<file path="src/hdl/cpfd_pkg.sv">
// package for the controller poll frame decoder: types, constants, decode functions
`timescale 1ns / 1ps
package cpfd_pkg;

  localparam int PORT_COUNT_DEF      = 2;
  localparam int SLOTS_EACH_PORT_DEF = 4;
  localparam int FRAME_BYTES_DEF     = 34;
  localparam int QUEUE_DEPTH         = 4;

  localparam logic [3:0] K_NONE    = 4'd0;
  localparam logic [3:0] K_DIGITAL = 4'd1;
  localparam logic [3:0] K_APAD    = 4'd2;
  localparam logic [3:0] K_STICK   = 4'd3;
  localparam logic [3:0] K_DS2     = 4'd4;
  localparam logic [3:0] K_MOUSE   = 4'd5;
  localparam logic [3:0] K_TAP     = 4'd6;
  localparam logic [3:0] K_NEG     = 4'd7;
  localparam logic [3:0] K_GUN     = 4'd8;
  localparam logic [3:0] K_JOG     = 4'd9;
  localparam logic [3:0] K_KBD     = 4'd10;
  localparam logic [3:0] K_CFG     = 4'd11;
  localparam logic [3:0] K_UNK     = 4'd12;

  localparam logic [7:0] AXIS_CENTER = 8'h80;
  localparam logic [6:0] DEAD_ZONE_RESET = 7'd48;

  localparam logic REQ_BYTE = 1'b0;
  localparam logic REQ_POLL = 1'b1;
  localparam logic REP_SLOT = 1'b0;
  localparam logic REP_ACTIVE = 1'b1;

  typedef struct packed {
    logic       req_type;
    logic       port_index;
    logic [7:0] byte_value;
    logic       frame_last;
  } in_item_t;

  typedef struct packed {
    logic        report_type;
    logic [2:0]  slot_index;
    logic        present;
    logic [3:0]  device_kind;
    logic [15:0] buttons;
    logic [7:0]  right_x;
    logic [7:0]  right_y;
    logic [7:0]  left_x;
    logic [7:0]  left_y;
    logic signed [31:0] mouse_x_total;
    logic signed [31:0] mouse_y_total;
    logic        last;
  } out_item_t;

  // commands handed from front to back
  typedef enum logic [1:0] {
    CMD_DECODE = 2'd0,  // decode one slot from the window
    CMD_CLEAR  = 2'd1,  // not issued by the front; the back end takes no action on it
    CMD_REPORT = 2'd2,  // emit four slot reports
    CMD_POLL   = 2'd3   // select the active slot
  } cmd_op_t;

  typedef struct packed {
    cmd_op_t     op;
    logic        port;
    logic [1:0]  sub;
    logic [7:0]  status;
    logic [7:0]  dtype;
    logic [2:0]  cap_lanes; // payload byte count minus one is not needed; 6 caps at six bytes, 0 means eight
    logic [63:0] payload;   // payload bytes, lane 0 first
  } cmd_t;

  function automatic logic [3:0] kind_of(input logic [7:0] t);
    logic [3:0] k;
    unique case (t[7:4])
      4'h1: k = K_MOUSE;
      4'h2: k = K_NEG;
      4'h3: k = K_GUN;
      4'h4: k = K_DIGITAL;
      4'h5: k = K_STICK;
      4'h6: k = K_GUN;
      4'h7: k = (t == 8'h73) ? K_APAD : K_DS2;
      4'h8: k = K_TAP;
      4'h9: k = K_KBD;
      4'hE: k = (t == 8'hE3) ? K_JOG : K_KBD;
      4'hF: k = (t == 8'hF3) ? K_CFG : K_NONE;
      default: k = K_UNK;
    endcase
    return k;
  endfunction

  function automatic logic is_analog(input logic [3:0] k);
    return (k == K_APAD) || (k == K_STICK) || (k == K_DS2);
  endfunction

  function automatic logic [7:0] axis_dev(input logic [7:0] a);
    return a[7] ? (a - AXIS_CENTER) : (AXIS_CENTER - a);
  endfunction

endpackage

</file>
<file path="src/hdl/cpfd_front.sv">
// front end: frame byte tracking, header and window capture, command issue
`timescale 1ns / 1ps
module cpfd_front
  import cpfd_pkg::*;
#(
  parameter int PORT_COUNT  = PORT_COUNT_DEF,
  parameter int FRAME_BYTES = FRAME_BYTES_DEF
) (
  input  logic     clk,
  input  logic     rst_n,
  input  logic     in_valid,
  input  in_item_t in_item,
  output logic     in_ready,
  output logic     cmd_valid,
  output cmd_t     cmd,
  input  logic     cmd_ready
);

  localparam int PW = $clog2(FRAME_BYTES + 1);

  logic [PW-1:0] pos_r, pos_nxt;
  logic [15:0]   hdr_r, hdr_nxt;
  logic [63:0]   win_r, win_nxt;
  // up to two commands from one item: a decode, then a report; a poll issues only one
  cmd_t cmd_a_r, cmd_a_nxt, cmd_b_r, cmd_b_nxt;
  logic va_r, va_nxt, vb_r, vb_nxt;

  assign in_ready  = !va_r && !vb_r;
  assign cmd_valid = va_r || vb_r;
  assign cmd       = va_r ? cmd_a_r : cmd_b_r;

  logic [PW-1:0] rel;
  logic [2:0]    lane;
  logic          tap;
  logic          port_ok;
  logic          in_frame;

  assign rel      = pos_r - PW'(2);
  assign lane     = rel[2:0];
  assign tap      = (hdr_r == 16'h8000);
  assign port_ok  = (32'(in_item.port_index) < PORT_COUNT);
  assign in_frame = (32'(pos_r) < FRAME_BYTES);

  always_comb begin
    pos_nxt   = pos_r;
    hdr_nxt   = hdr_r;
    win_nxt   = win_r;
    cmd_a_nxt = cmd_a_r;
    cmd_b_nxt = cmd_b_r;
    va_nxt    = va_r;
    vb_nxt    = vb_r;
    if (cmd_ready && cmd_valid) begin
      if (va_r) va_nxt = 1'b0;
      else vb_nxt = 1'b0;
    end
    if (in_valid && in_ready) begin
      if (in_item.req_type == REQ_POLL) begin
        va_nxt = 1'b1;
        cmd_a_nxt = '0;
        cmd_a_nxt.op = CMD_POLL;
      end else if (port_ok) begin
        if (in_frame) begin
          if (pos_r == PW'(0)) begin
            hdr_nxt[7:0] = in_item.byte_value;
          end else if (pos_r == PW'(1)) begin
            hdr_nxt[15:8] = in_item.byte_value;
          end else begin
            win_nxt[lane*8 +: 8] = in_item.byte_value;
            if (lane == 3'd7) begin
              if (tap) begin
                va_nxt = 1'b1;
                cmd_a_nxt.op = CMD_DECODE;
                cmd_a_nxt.port = in_item.port_index;
                cmd_a_nxt.sub = rel[4:3];
                cmd_a_nxt.status = win_nxt[7:0];
                cmd_a_nxt.dtype = win_nxt[15:8];
                cmd_a_nxt.cap_lanes = 3'd6;
                cmd_a_nxt.payload = {16'h0, win_nxt[63:16]};
              end else if (pos_r == PW'(9)) begin
                va_nxt = 1'b1;
                cmd_a_nxt.op = CMD_DECODE;
                cmd_a_nxt.port = in_item.port_index;
                cmd_a_nxt.sub = 2'd0;
                cmd_a_nxt.status = hdr_r[7:0];
                cmd_a_nxt.dtype = hdr_r[15:8];
                cmd_a_nxt.cap_lanes = 3'd0; // zero means a full eight bytes
                cmd_a_nxt.payload = win_nxt;
              end
            end
          end
          pos_nxt = pos_r + PW'(1);
        end
        if (in_item.frame_last) begin
          pos_nxt = '0;
          vb_nxt = 1'b1;
          cmd_b_nxt = '0;
          cmd_b_nxt.op = CMD_REPORT;
          cmd_b_nxt.port = in_item.port_index;
        end
      end
    end
  end

  always_ff @(posedge clk) begin
    if (!rst_n) begin
      pos_r <= '0;
      hdr_r <= '0;
      va_r  <= 1'b0;
      vb_r  <= 1'b0;
    end else begin
      pos_r <= pos_nxt;
      hdr_r <= hdr_nxt;
      va_r  <= va_nxt;
      vb_r  <= vb_nxt;
    end
    win_r   <= win_nxt;
    cmd_a_r <= cmd_a_nxt;
    cmd_b_r <= cmd_b_nxt;
  end

endmodule

</file>
<file path="src/hdl/cpfd_queue.sv">
// short command queue between the front and back parts
`timescale 1ns / 1ps
module cpfd_queue
  import cpfd_pkg::*;
#(
  parameter int DEPTH = QUEUE_DEPTH
) (
  input  logic clk,
  input  logic rst_n,
  input  logic wr_valid,
  input  cmd_t wr_data,
  output logic wr_ready,
  output logic rd_valid,
  output cmd_t rd_data,
  input  logic rd_ready
);

  localparam int AW = $clog2(DEPTH);

  cmd_t mem [DEPTH];
  logic [AW-1:0] wp_r, rp_r;
  logic [AW:0]   cnt_r;

  assign wr_ready = (32'(cnt_r) < DEPTH);
  assign rd_valid = (cnt_r != '0);
  assign rd_data  = mem[rp_r];

  logic do_w, do_r;
  assign do_w = wr_valid && wr_ready;
  assign do_r = rd_valid && rd_ready;

  always_ff @(posedge clk) begin
    if (do_w) mem[wp_r] <= wr_data;
    if (!rst_n) begin
      wp_r <= '0;
      rp_r <= '0;
      cnt_r <= '0;
    end else begin
      if (do_w) wp_r <= (32'(wp_r) == DEPTH - 1) ? '0 : wp_r + AW'(1);
      if (do_r) rp_r <= (32'(rp_r) == DEPTH - 1) ? '0 : rp_r + AW'(1);
      cnt_r <= cnt_r + (AW+1)'(do_w) - (AW+1)'(do_r);
    end
  end

endmodule

</file>
<file path="src/hdl/cpfd_back.sv">
// back end: slot state, decode, reports and active slot scan
`timescale 1ns / 1ps
module cpfd_back
  import cpfd_pkg::*;
#(
  parameter int PORT_COUNT = PORT_COUNT_DEF
) (
  input  logic      clk,
  input  logic      rst_n,
  input  logic [6:0] dead_zone,
  input  logic      cmd_valid,
  input  cmd_t      cmd,
  output logic      cmd_ready,
  output logic      out_valid,
  output out_item_t out_item,
  input  logic      out_ready,
  output logic      busy
);

  localparam int SLOTS = PORT_COUNT * SLOTS_EACH_PORT_DEF;

  typedef enum logic [3:0] {
    ST_IDLE = 4'b0001,
    ST_REP  = 4'b0010,
    ST_SCAN = 4'b0100,
    ST_FALL = 4'b1000
  } st_t;

  st_t st_r, st_nxt;
  logic [SLOTS-1:0] pres_r;
  logic [3:0]  kind_r   [SLOTS];
  logic [15:0] bnow_r   [SLOTS];
  logic [15:0] bbef_r   [SLOTS];
  logic [31:0] axes_r   [SLOTS];
  logic [15:0] mdel_r   [SLOTS];
  logic [31:0] mx_r     [SLOTS];
  logic [31:0] my_r     [SLOTS];
  logic [3:0]  act_r;
  logic [2:0]  idx_r;     // slot under report or scan
  logic [1:0]  cnt_r;
  logic        ov_r;
  out_item_t   oi_r;

  assign out_valid = ov_r;
  assign out_item  = oi_r;
  assign busy      = (st_r != ST_IDLE) || ov_r;
  assign cmd_ready = (st_r == ST_IDLE) && (!ov_r || out_ready);

  // decode of the incoming command
  logic [3:0]  dk;
  logic [3:0]  pay;
  logic [15:0] raw;
  logic        absent;
  logic [2:0]  ds;
  logic [31:0] dx, dy;
  assign ds     = {cmd.port, cmd.sub};
  assign dk     = kind_of(cmd.dtype);
  assign absent = (cmd.status == 8'hFF) || (cmd.status == 8'h00 && cmd.dtype == 8'h00);
  always_comb begin
    logic [4:0] p;
    p = ({1'b0, cmd.dtype[3:0]} + 5'd1);
    if (cmd.cap_lanes == 3'd6) pay = (p > 5'd3) ? 4'd6 : {p[2:0], 1'b0};
    else pay = (p > 5'd4) ? 4'd8 : {p[2:0], 1'b0};
  end
  assign raw = cmd.payload[15:0];
  assign dx  = (pay >= 4'd4) ? {{24{cmd.payload[23]}}, cmd.payload[23:16]} : 32'd0;
  assign dy  = (pay >= 4'd4) ? {{24{cmd.payload[31]}}, cmd.payload[31:24]} : 32'd0;

  // activity test for the slot under scan
  logic has_in;
  always_comb begin
    logic [31:0] a;
    a = axes_r[idx_r];
    has_in = 1'b0;
    if (pres_r[idx_r]) begin
      if (bnow_r[idx_r] != 16'h0 && bnow_r[idx_r] != bbef_r[idx_r]) has_in = 1'b1;
      if (is_analog(kind_r[idx_r])) begin
        for (int i = 0; i < 4; i++)
          if (axis_dev(a[i*8 +: 8]) > {1'b0, dead_zone}) has_in = 1'b1;
      end
      if (kind_r[idx_r] == K_MOUSE && (mdel_r[idx_r] != 16'h0 || bnow_r[idx_r] != 16'h0))
        has_in = 1'b1;
    end
  end

  logic usable;
  assign usable = pres_r[idx_r] && kind_r[idx_r] != K_TAP;
  logic act_ok;
  assign act_ok = (32'(act_r) < SLOTS) && pres_r[act_r[2:0]] && kind_r[act_r[2:0]] != K_TAP;

  // output register free this cycle, and when the fallback search has its answer
  logic out_free;
  assign out_free = !ov_r || out_ready;
  logic fall_done;
  assign fall_done = act_ok || (!usable && 32'(idx_r) == SLOTS - 1);
  logic emit;
  assign emit = out_free && ((st_r == ST_REP) || (st_r == ST_FALL && fall_done));

  // active slot report, slot 0 and not present when nothing qualifies
  out_item_t act_item;
  always_comb begin
    act_item = '0;
    act_item.report_type = REP_ACTIVE;
    act_item.slot_index = act_ok ? act_r[2:0] : 3'd0;
    act_item.present = act_ok;
    act_item.right_x = AXIS_CENTER;
    act_item.right_y = AXIS_CENTER;
    act_item.left_x = AXIS_CENTER;
    act_item.left_y = AXIS_CENTER;
    act_item.last = 1'b1;
  end

  always_ff @(posedge clk) begin
    if (!rst_n) begin
      st_r <= ST_IDLE;
      ov_r <= 1'b0;
      act_r <= 4'd8;
      pres_r <= '0;
      for (int s = 0; s < SLOTS; s++) begin
        kind_r[s] <= K_NONE;
        bnow_r[s] <= '0;
        bbef_r[s] <= '0;
        axes_r[s] <= 32'h80808080;
        mdel_r[s] <= '0;
        mx_r[s]   <= '0;
        my_r[s]   <= '0;
      end
    end else begin
      if (emit) ov_r <= 1'b1;
      else if (out_ready) ov_r <= 1'b0;
      unique case (st_r)
        ST_IDLE: begin
          if (cmd_valid && cmd_ready) begin
            unique case (cmd.op)
              CMD_DECODE: begin
                if (32'(ds) < SLOTS) begin
                  bbef_r[ds] <= bnow_r[ds];
                  if (absent) begin
                    kind_r[ds] <= K_NONE;
                    pres_r[ds] <= 1'b0;
                    bnow_r[ds] <= '0;
                  end else begin
                    kind_r[ds] <= dk;
                    pres_r[ds] <= 1'b1;
                    if (dk == K_DIGITAL || is_analog(dk)) begin
                      bnow_r[ds] <= ~raw;
                      axes_r[ds] <= (pay >= 4'd6 && is_analog(dk)) ?
                                    cmd.payload[47:16] : 32'h80808080;
                    end else if (dk == K_MOUSE) begin
                      bnow_r[ds] <= ~raw;
                      mdel_r[ds] <= {dy[7:0], dx[7:0]};
                      mx_r[ds] <= mx_r[ds] + dx;
                      my_r[ds] <= my_r[ds] + dy;
                    end else begin
                      bnow_r[ds] <= '0;
                    end
                  end
                end
                // direct device: clear the other sub-slots
                if (cmd.cap_lanes != 3'd6) begin
                  for (int i = 1; i < 4; i++) begin
                    bbef_r[{cmd.port, 2'(i)}] <= bnow_r[{cmd.port, 2'(i)}];
                    kind_r[{cmd.port, 2'(i)}] <= K_NONE;
                    pres_r[{cmd.port, 2'(i)}] <= 1'b0;
                    bnow_r[{cmd.port, 2'(i)}] <= '0;
                  end
                end
              end
              CMD_REPORT: begin
                idx_r <= {cmd.port, 2'd0};
                cnt_r <= 2'd0;
                st_r <= ST_REP;
              end
              CMD_POLL: begin
                idx_r <= 3'd0;
                st_r <= ST_SCAN;
              end
              default: ;
            endcase
          end
        end
        ST_REP: begin
          if (out_free) begin
            oi_r.report_type <= REP_SLOT;
            oi_r.slot_index <= idx_r;
            oi_r.present <= pres_r[idx_r];
            oi_r.device_kind <= kind_r[idx_r];
            oi_r.buttons <= bnow_r[idx_r];
            oi_r.right_x <= axes_r[idx_r][7:0];
            oi_r.right_y <= axes_r[idx_r][15:8];
            oi_r.left_x <= axes_r[idx_r][23:16];
            oi_r.left_y <= axes_r[idx_r][31:24];
            oi_r.mouse_x_total <= mx_r[idx_r];
            oi_r.mouse_y_total <= my_r[idx_r];
            oi_r.last <= (cnt_r == 2'd3);
            idx_r <= idx_r + 3'd1;
            cnt_r <= cnt_r + 2'd1;
            if (cnt_r == 2'd3) st_r <= ST_IDLE;
          end
        end
        ST_SCAN: begin
          if (kind_r[idx_r] != K_TAP && has_in) act_r <= {1'b0, idx_r};
          if (32'(idx_r) == SLOTS - 1) begin
            idx_r <= 3'd0;
            st_r <= ST_FALL;
          end else begin
            idx_r <= idx_r + 3'd1;
          end
        end
        ST_FALL: begin
          if (fall_done) begin
            if (!act_ok) act_r <= 4'd8;
            if (out_free) begin
              oi_r <= act_item;
              st_r <= ST_IDLE;
            end
          end else if (usable) begin
            act_r <= {1'b0, idx_r};
          end else begin
            idx_r <= idx_r + 3'd1;
          end
        end
        default: st_r <= ST_IDLE;
      endcase
    end
  end

endmodule

</file>
<file path="src/hdl/controller_poll_frame_decoder.sv">
// top level of the controller poll frame decoder
`timescale 1ns / 1ps
// decode: a window command passes the front register and the queue, then updates its slot
// end of frame: the report command passes the queue, then slot reports one per cycle while popped
// poll done: the active report follows a scan of every slot and a fallback search for a usable slot
// throughput: one byte per cycle; input holds while its commands wait for the queue
// reset: synchronous active-low clears slot state, queue, counters and dead zone to 48
module controller_poll_frame_decoder
  import cpfd_pkg::*;
#(
  parameter int PORT_COUNT      = PORT_COUNT_DEF,
  parameter int FRAME_BYTES     = FRAME_BYTES_DEF
) (
  input  logic        clk,
  input  logic        rst_n,
  // input queue side
  input  logic        in_push,
  input  in_item_t    in_data,
  output logic        in_full,
  // result queue side
  output logic        out_empty,
  output out_item_t   out_data,
  input  logic        out_pop,
  // register port
  input  logic        cfg_psel,
  input  logic        cfg_penable,
  input  logic        cfg_pwrite,
  input  logic [1:0]  cfg_paddr,
  input  logic [31:0] cfg_pwdata,
  output logic [31:0] cfg_prdata,
  output logic        cfg_pready
);

  localparam logic [1:0] ADDR_DEAD_ZONE = 2'd0;

  // dead zone register
  logic [6:0] dz_r;
  assign cfg_pready = 1'b1;
  assign cfg_prdata = (cfg_paddr == ADDR_DEAD_ZONE) ? {25'h0, dz_r} : 32'h0;
  always_ff @(posedge clk) begin
    if (!rst_n) dz_r <= DEAD_ZONE_RESET;
    else if (cfg_psel && cfg_penable && cfg_pwrite && cfg_paddr == ADDR_DEAD_ZONE)
      dz_r <= cfg_pwdata[6:0];
  end

  logic in_ready;
  assign in_full = !in_ready;

  // front to queue
  logic f_valid, f_ready;
  cmd_t f_cmd;
  cpfd_front #(.PORT_COUNT(PORT_COUNT), .FRAME_BYTES(FRAME_BYTES)) u_front (
    .clk, .rst_n,
    .in_valid(in_push), .in_item(in_data), .in_ready,
    .cmd_valid(f_valid), .cmd(f_cmd), .cmd_ready(f_ready)
  );

  // queue to back
  logic q_valid, q_ready;
  cmd_t q_cmd;
  cpfd_queue #(.DEPTH(QUEUE_DEPTH)) u_queue (
    .clk, .rst_n,
    .wr_valid(f_valid), .wr_data(f_cmd), .wr_ready(f_ready),
    .rd_valid(q_valid), .rd_data(q_cmd), .rd_ready(q_ready)
  );

  logic o_valid, back_busy;
  cpfd_back #(.PORT_COUNT(PORT_COUNT)) u_back (
    .clk, .rst_n, .dead_zone(dz_r),
    .cmd_valid(q_valid), .cmd(q_cmd), .cmd_ready(q_ready),
    .out_valid(o_valid), .out_item(out_data), .out_ready(out_pop),
    .busy(back_busy)
  );
  assign out_empty = !o_valid;

  // results only ever come from back end work
  a_out_busy: assert property (@(posedge clk) disable iff (!rst_n)
    !out_empty |-> back_busy) else $error("result shown while back end idle");
  // a popped result that was not last is followed by more work
  a_more: assert property (@(posedge clk) disable iff (!rst_n)
    (!out_empty && out_pop && !out_data.last) |=> back_busy)
    else $error("report sequence cut short");
  // an active report is always the only result of its transaction
  a_slot: assert property (@(posedge clk) disable iff (!rst_n)
    (!out_empty && out_data.report_type == REP_ACTIVE) |-> out_data.last)
    else $error("active report not last");

endmodule
</file>
<file path="config.mk">
export PLATFORM = sky130hd
export DESIGN_NAME = controller_poll_frame_decoder
export DESIGN_NICKNAME = d
export VERILOG_FILES = /design/src/hdl/cpfd_pkg.sv /design/src/hdl/cpfd_front.sv /design/src/hdl/cpfd_queue.sv /design/src/hdl/cpfd_back.sv /design/src/hdl/controller_poll_frame_decoder.sv
export SDC_FILE = /design/constraint.sdc
export NUM_CORES = 2
export LEC_CHECK = 0
export BUFFER_PORTS_ARGS = -buffer_cell sky130_fd_sc_hd__buf_2
export CORE_MARGIN = 3
export CORE_UTILIZATION = 40
export CTS_CLUSTER_SIZE = 12
export DETAILED_ROUTE_END_ITERATION = 6
export PLACE_DENSITY = 0.51
export RECOVER_POWER = 50
export SYNTH_ARGS = -nofsm -noshare
export SYNTH_HDL_FRONTEND = slang
export SYNTH_SLANG_ARGS = --single-unit
</file>
<file path="constraint.sdc">
create_clock -name clk -period 10.6 [get_ports clk]
set_clock_uncertainty 0.05 [all_clocks]
set_input_delay 1.59 -clock clk [delete_from_list [all_inputs] [get_ports clk]]
set_output_delay 1.59 -clock clk [all_outputs]
set_load 0.02 [all_outputs]
</file>
==> results.ini <==
[status]
outcome = complete, but fails checks
violations = max-capacitance violations, max-slew violations

[worst_setup_path]
cp.arrival_ns = 9.08
reg2reg_from = u_back.st_r[1]
end_kind = flip-flop
required_ns = 10.90
worstPathMaxFanout = 47
crit_type = reg -> reg
startpoint = u_back.st_r[1]
worst_setup_path_start_kind = flip-flop

[sta]
period_share_pct = 82.8
layout_setup_ws_ns = 1.83
timing.slew.headroom_pct = -155
fmax_mhz = 114
worstMarginPinSlew_ns = 3.82
finalHoldViolations = 0
finalSetupViolations = 0
drv_slew = 1492
post-route-min-period_ns = 8.77
tns_ns = 0
rsz0062_at_grt = false

[cts]
cts-buffers-inserted = 196
cts_resized = 0
clk_latency_ns = 0.86
clockRootBuffer = clkbuf_16
cts_buffer_depth = 3
path_clk_slew_ns = 0.06
post_cts_buffers = 0
cts-hold-fix-buffers = 0
cts_sinks = 1788
h-tree-depth = 4
cts_tree = yes

[logic_synthesis]
synth_edf_count = 1725
yosysWarnings = 0
synth-async-reset-ratio_pct = 0
yosysTopAreaCell = edfxtp_1
synth.top_cell.area_share_pct = 60.8
syn_inst = 6324
yosys-top-cells-area = edfxtp_1, mux4_2, nor2_1, nand2_1, mux2i_1
ys_types = 89
yosys-top-cells-count = edfxtp_1, nor2_1, nand2_1, mux4_2, mux2i_1
yosysMostFrequentCell = edfxtp_1
postSynthAreaPerCell_um2 = 13.5
ys_seq_area_share_pct = 62.3
ys_ff_latch = 1788
synthFlopType = edfxtp_1
synth_area_mm2 = 0.0852

[power_and_ir_drop]
p_per_area_mw_per_mm2 = 253
total_power_mw = 23.9
vdd_ir_drop_max_uv = 206
p_leak_nw = 32.6

[global_routing]
overflow = 0
antenna_found_initial = 16
grt_start_max_net_pins = 77
grt_pass1_vias = 54586
grtUsageTotal_pct = 23.2
grt_pass1_wl_um = 372000

[placement]
dp_cells = 9002
place_congestion = 0.812
place_area_mm2 = 0.0887
numPortBuffers = 157
place_ws_ns = 3.51
hpwl_um = 150000

[floorplan]
core_mm2 = 0.211
row_count = 168
die_w_um = 467
dieArea_mm2 = 0.218
die_h_um = 467
pin_count = 209
start_util_pct = 40.4

[run]
drv_cap = 43

[drt]
vias_per_cell = 5.70
wl_per_cell_um = 27.1
firstDrtPassIters = 6
m1WireLength_um = 114000
highest_layer = met5
route.detailed.drc = 0
dr_total_vias = 53447
routed_wl_um = 254000
dr.first_iter.drc_count = 5635
routed-wl-met2_um = 116000
wl_met3_um = 17300
ant_nets = 0

[cells_and_area]
synthToLayoutAreaGrowth_pct = 11.0
nNetsFinal = 6565
final_area_mm2 = 0.0945
layoutNonFillerInstCount = 9374
drive_gt1_share_pct = 14.2

[hold_path]
hp-class = reg -> reg
holdCritStartpoint = u_back.act_r[3]

[per-layer routing]
metal	GRT usage, %	vias to the layer above
met5	0	-
met4	5.64	14
met3	3.79	353
met2	36.4	1853
met1	33.7	27539
li1	-	23688
[metrics by stage]
stage               utilization, %  hold slack (ns)
floorplan                        -            0.381
CTS                           45.0            0.415
finish                        44.9            0.415
detailed placement            42.1            0.407
global placement              42.1            0.397
global route                  44.9            0.457
[critical path, stage by stage (launching register included)]
cell	delay, ns
dfxtp_1	0.34
nor2_1	0.21
nand3b_1	0.10
clkbuf_1	0.60
clkinvlp_2	1.62
clkbuf_1	1.85
clkbuf_1	2.79
a21oi_1	0.58
[cell usage in the layout (no fill, tap or decap), types with 20 or more instances in the layout]
cell,synthesis,final
a211oi_1,58,57
a21o_1,25,25
a21oi_1,179,179
a22oi_1,32,32
a31oi_1,25,26
and2_0,3,79
and3_1,19,20
buf_2,170,24
buf_4,48,91
clkbuf_1,175,219
clkbuf_16,0,196
clkinv_1,2,58
clkinv_2,0,29
conb_1,2,26
dfxtp_1,63,60
edfxtp_1,1725,1725
ha_1,115,115
inv_1,103,101
mux2i_1,214,213
mux4_2,446,445
nand2_1,648,630
nand2b_1,25,25
nand3_1,60,59
nand4_1,26,26
nor2_1,1279,1277
nor2_2,34,34
nor2b_1,28,27
nor3_1,94,94
nor4_1,38,38
o21ai_0,153,159
o22ai_1,53,53
xnor2_1,64,64
xor2_1,45,45
[kinds of logic (layout without fill, tap and decap cells)]
group	after synthesis	after routing	share of synthesized area [%]
adder cells (fa/ha/maj)	118	118	1.76
other	2	37	0.00882
multiplexers	696	696	15.1
flip-flops	1788	1788	62.3
AO/OA/AOI/OAI	630	630	4.62
XOR/XNOR	109	109	1.12
buffers and inverters	547	757	2.98
AND/OR/NAND/NOR	2434	2434	12.1
[where the power goes]
group	switching, mW	total, mW	internal [mW]
logic	5.81	8.82	3.01
clock network	2.86	6.62	3.76
registers	0.239	8.42	8.19
total	8.91	23.9	15.0
[worst paths after layout]
| kind | endpoint | slack [ns] | depth (start not counted) |
|---|---|---|---|
| setup / recovery | u_back.out_item[21] | 1.83 | 7 |
| hold / removal | u_back.act_r[3] | 0.41 | 2 |
| setup reg to reg | u_back.out_item[21] | 1.83 | 7 |
| hold reg to reg | u_back.act_r[3] | 0.41 | 2 |
[cell type report]
class	count	area, µm²
antenna	11	27.5
clock buffer	246	5120
clock inverter	115	1020
fill	19090	116000
inverter	105	400
multi-input combinational	4013	29800
sequential	1788	53100
tap	2805	3510
timing repair buffer	291	1530
[state kept, by name (all words and copies together) (netlist names), 2 cells and up, named ones only]
name,cells
u_queue.mem,280
u_back.axes_r,256
u_back.mx_r,256
u_back.my_r,256
u_back.bbef_r,128
u_back.bnow_r,128
u_back.mdel_r,128
u_back.out_item,122
u_front.cmd_a_r,69
u_front.win_r,64
u_back.kind_r,32
u_front.hdr_r,16
dz_r,7
u_back.pres_r,6
u_front.pos_r,6
u_back.act_r,4
u_back.st_r,4
u_back.idx_r,3
u_queue.cnt_r,3
u_back.cnt_r,2
u_queue.rp_r,2
u_queue.wp_r,2
No activity file was read; power rests on OpenSTA's default activity.
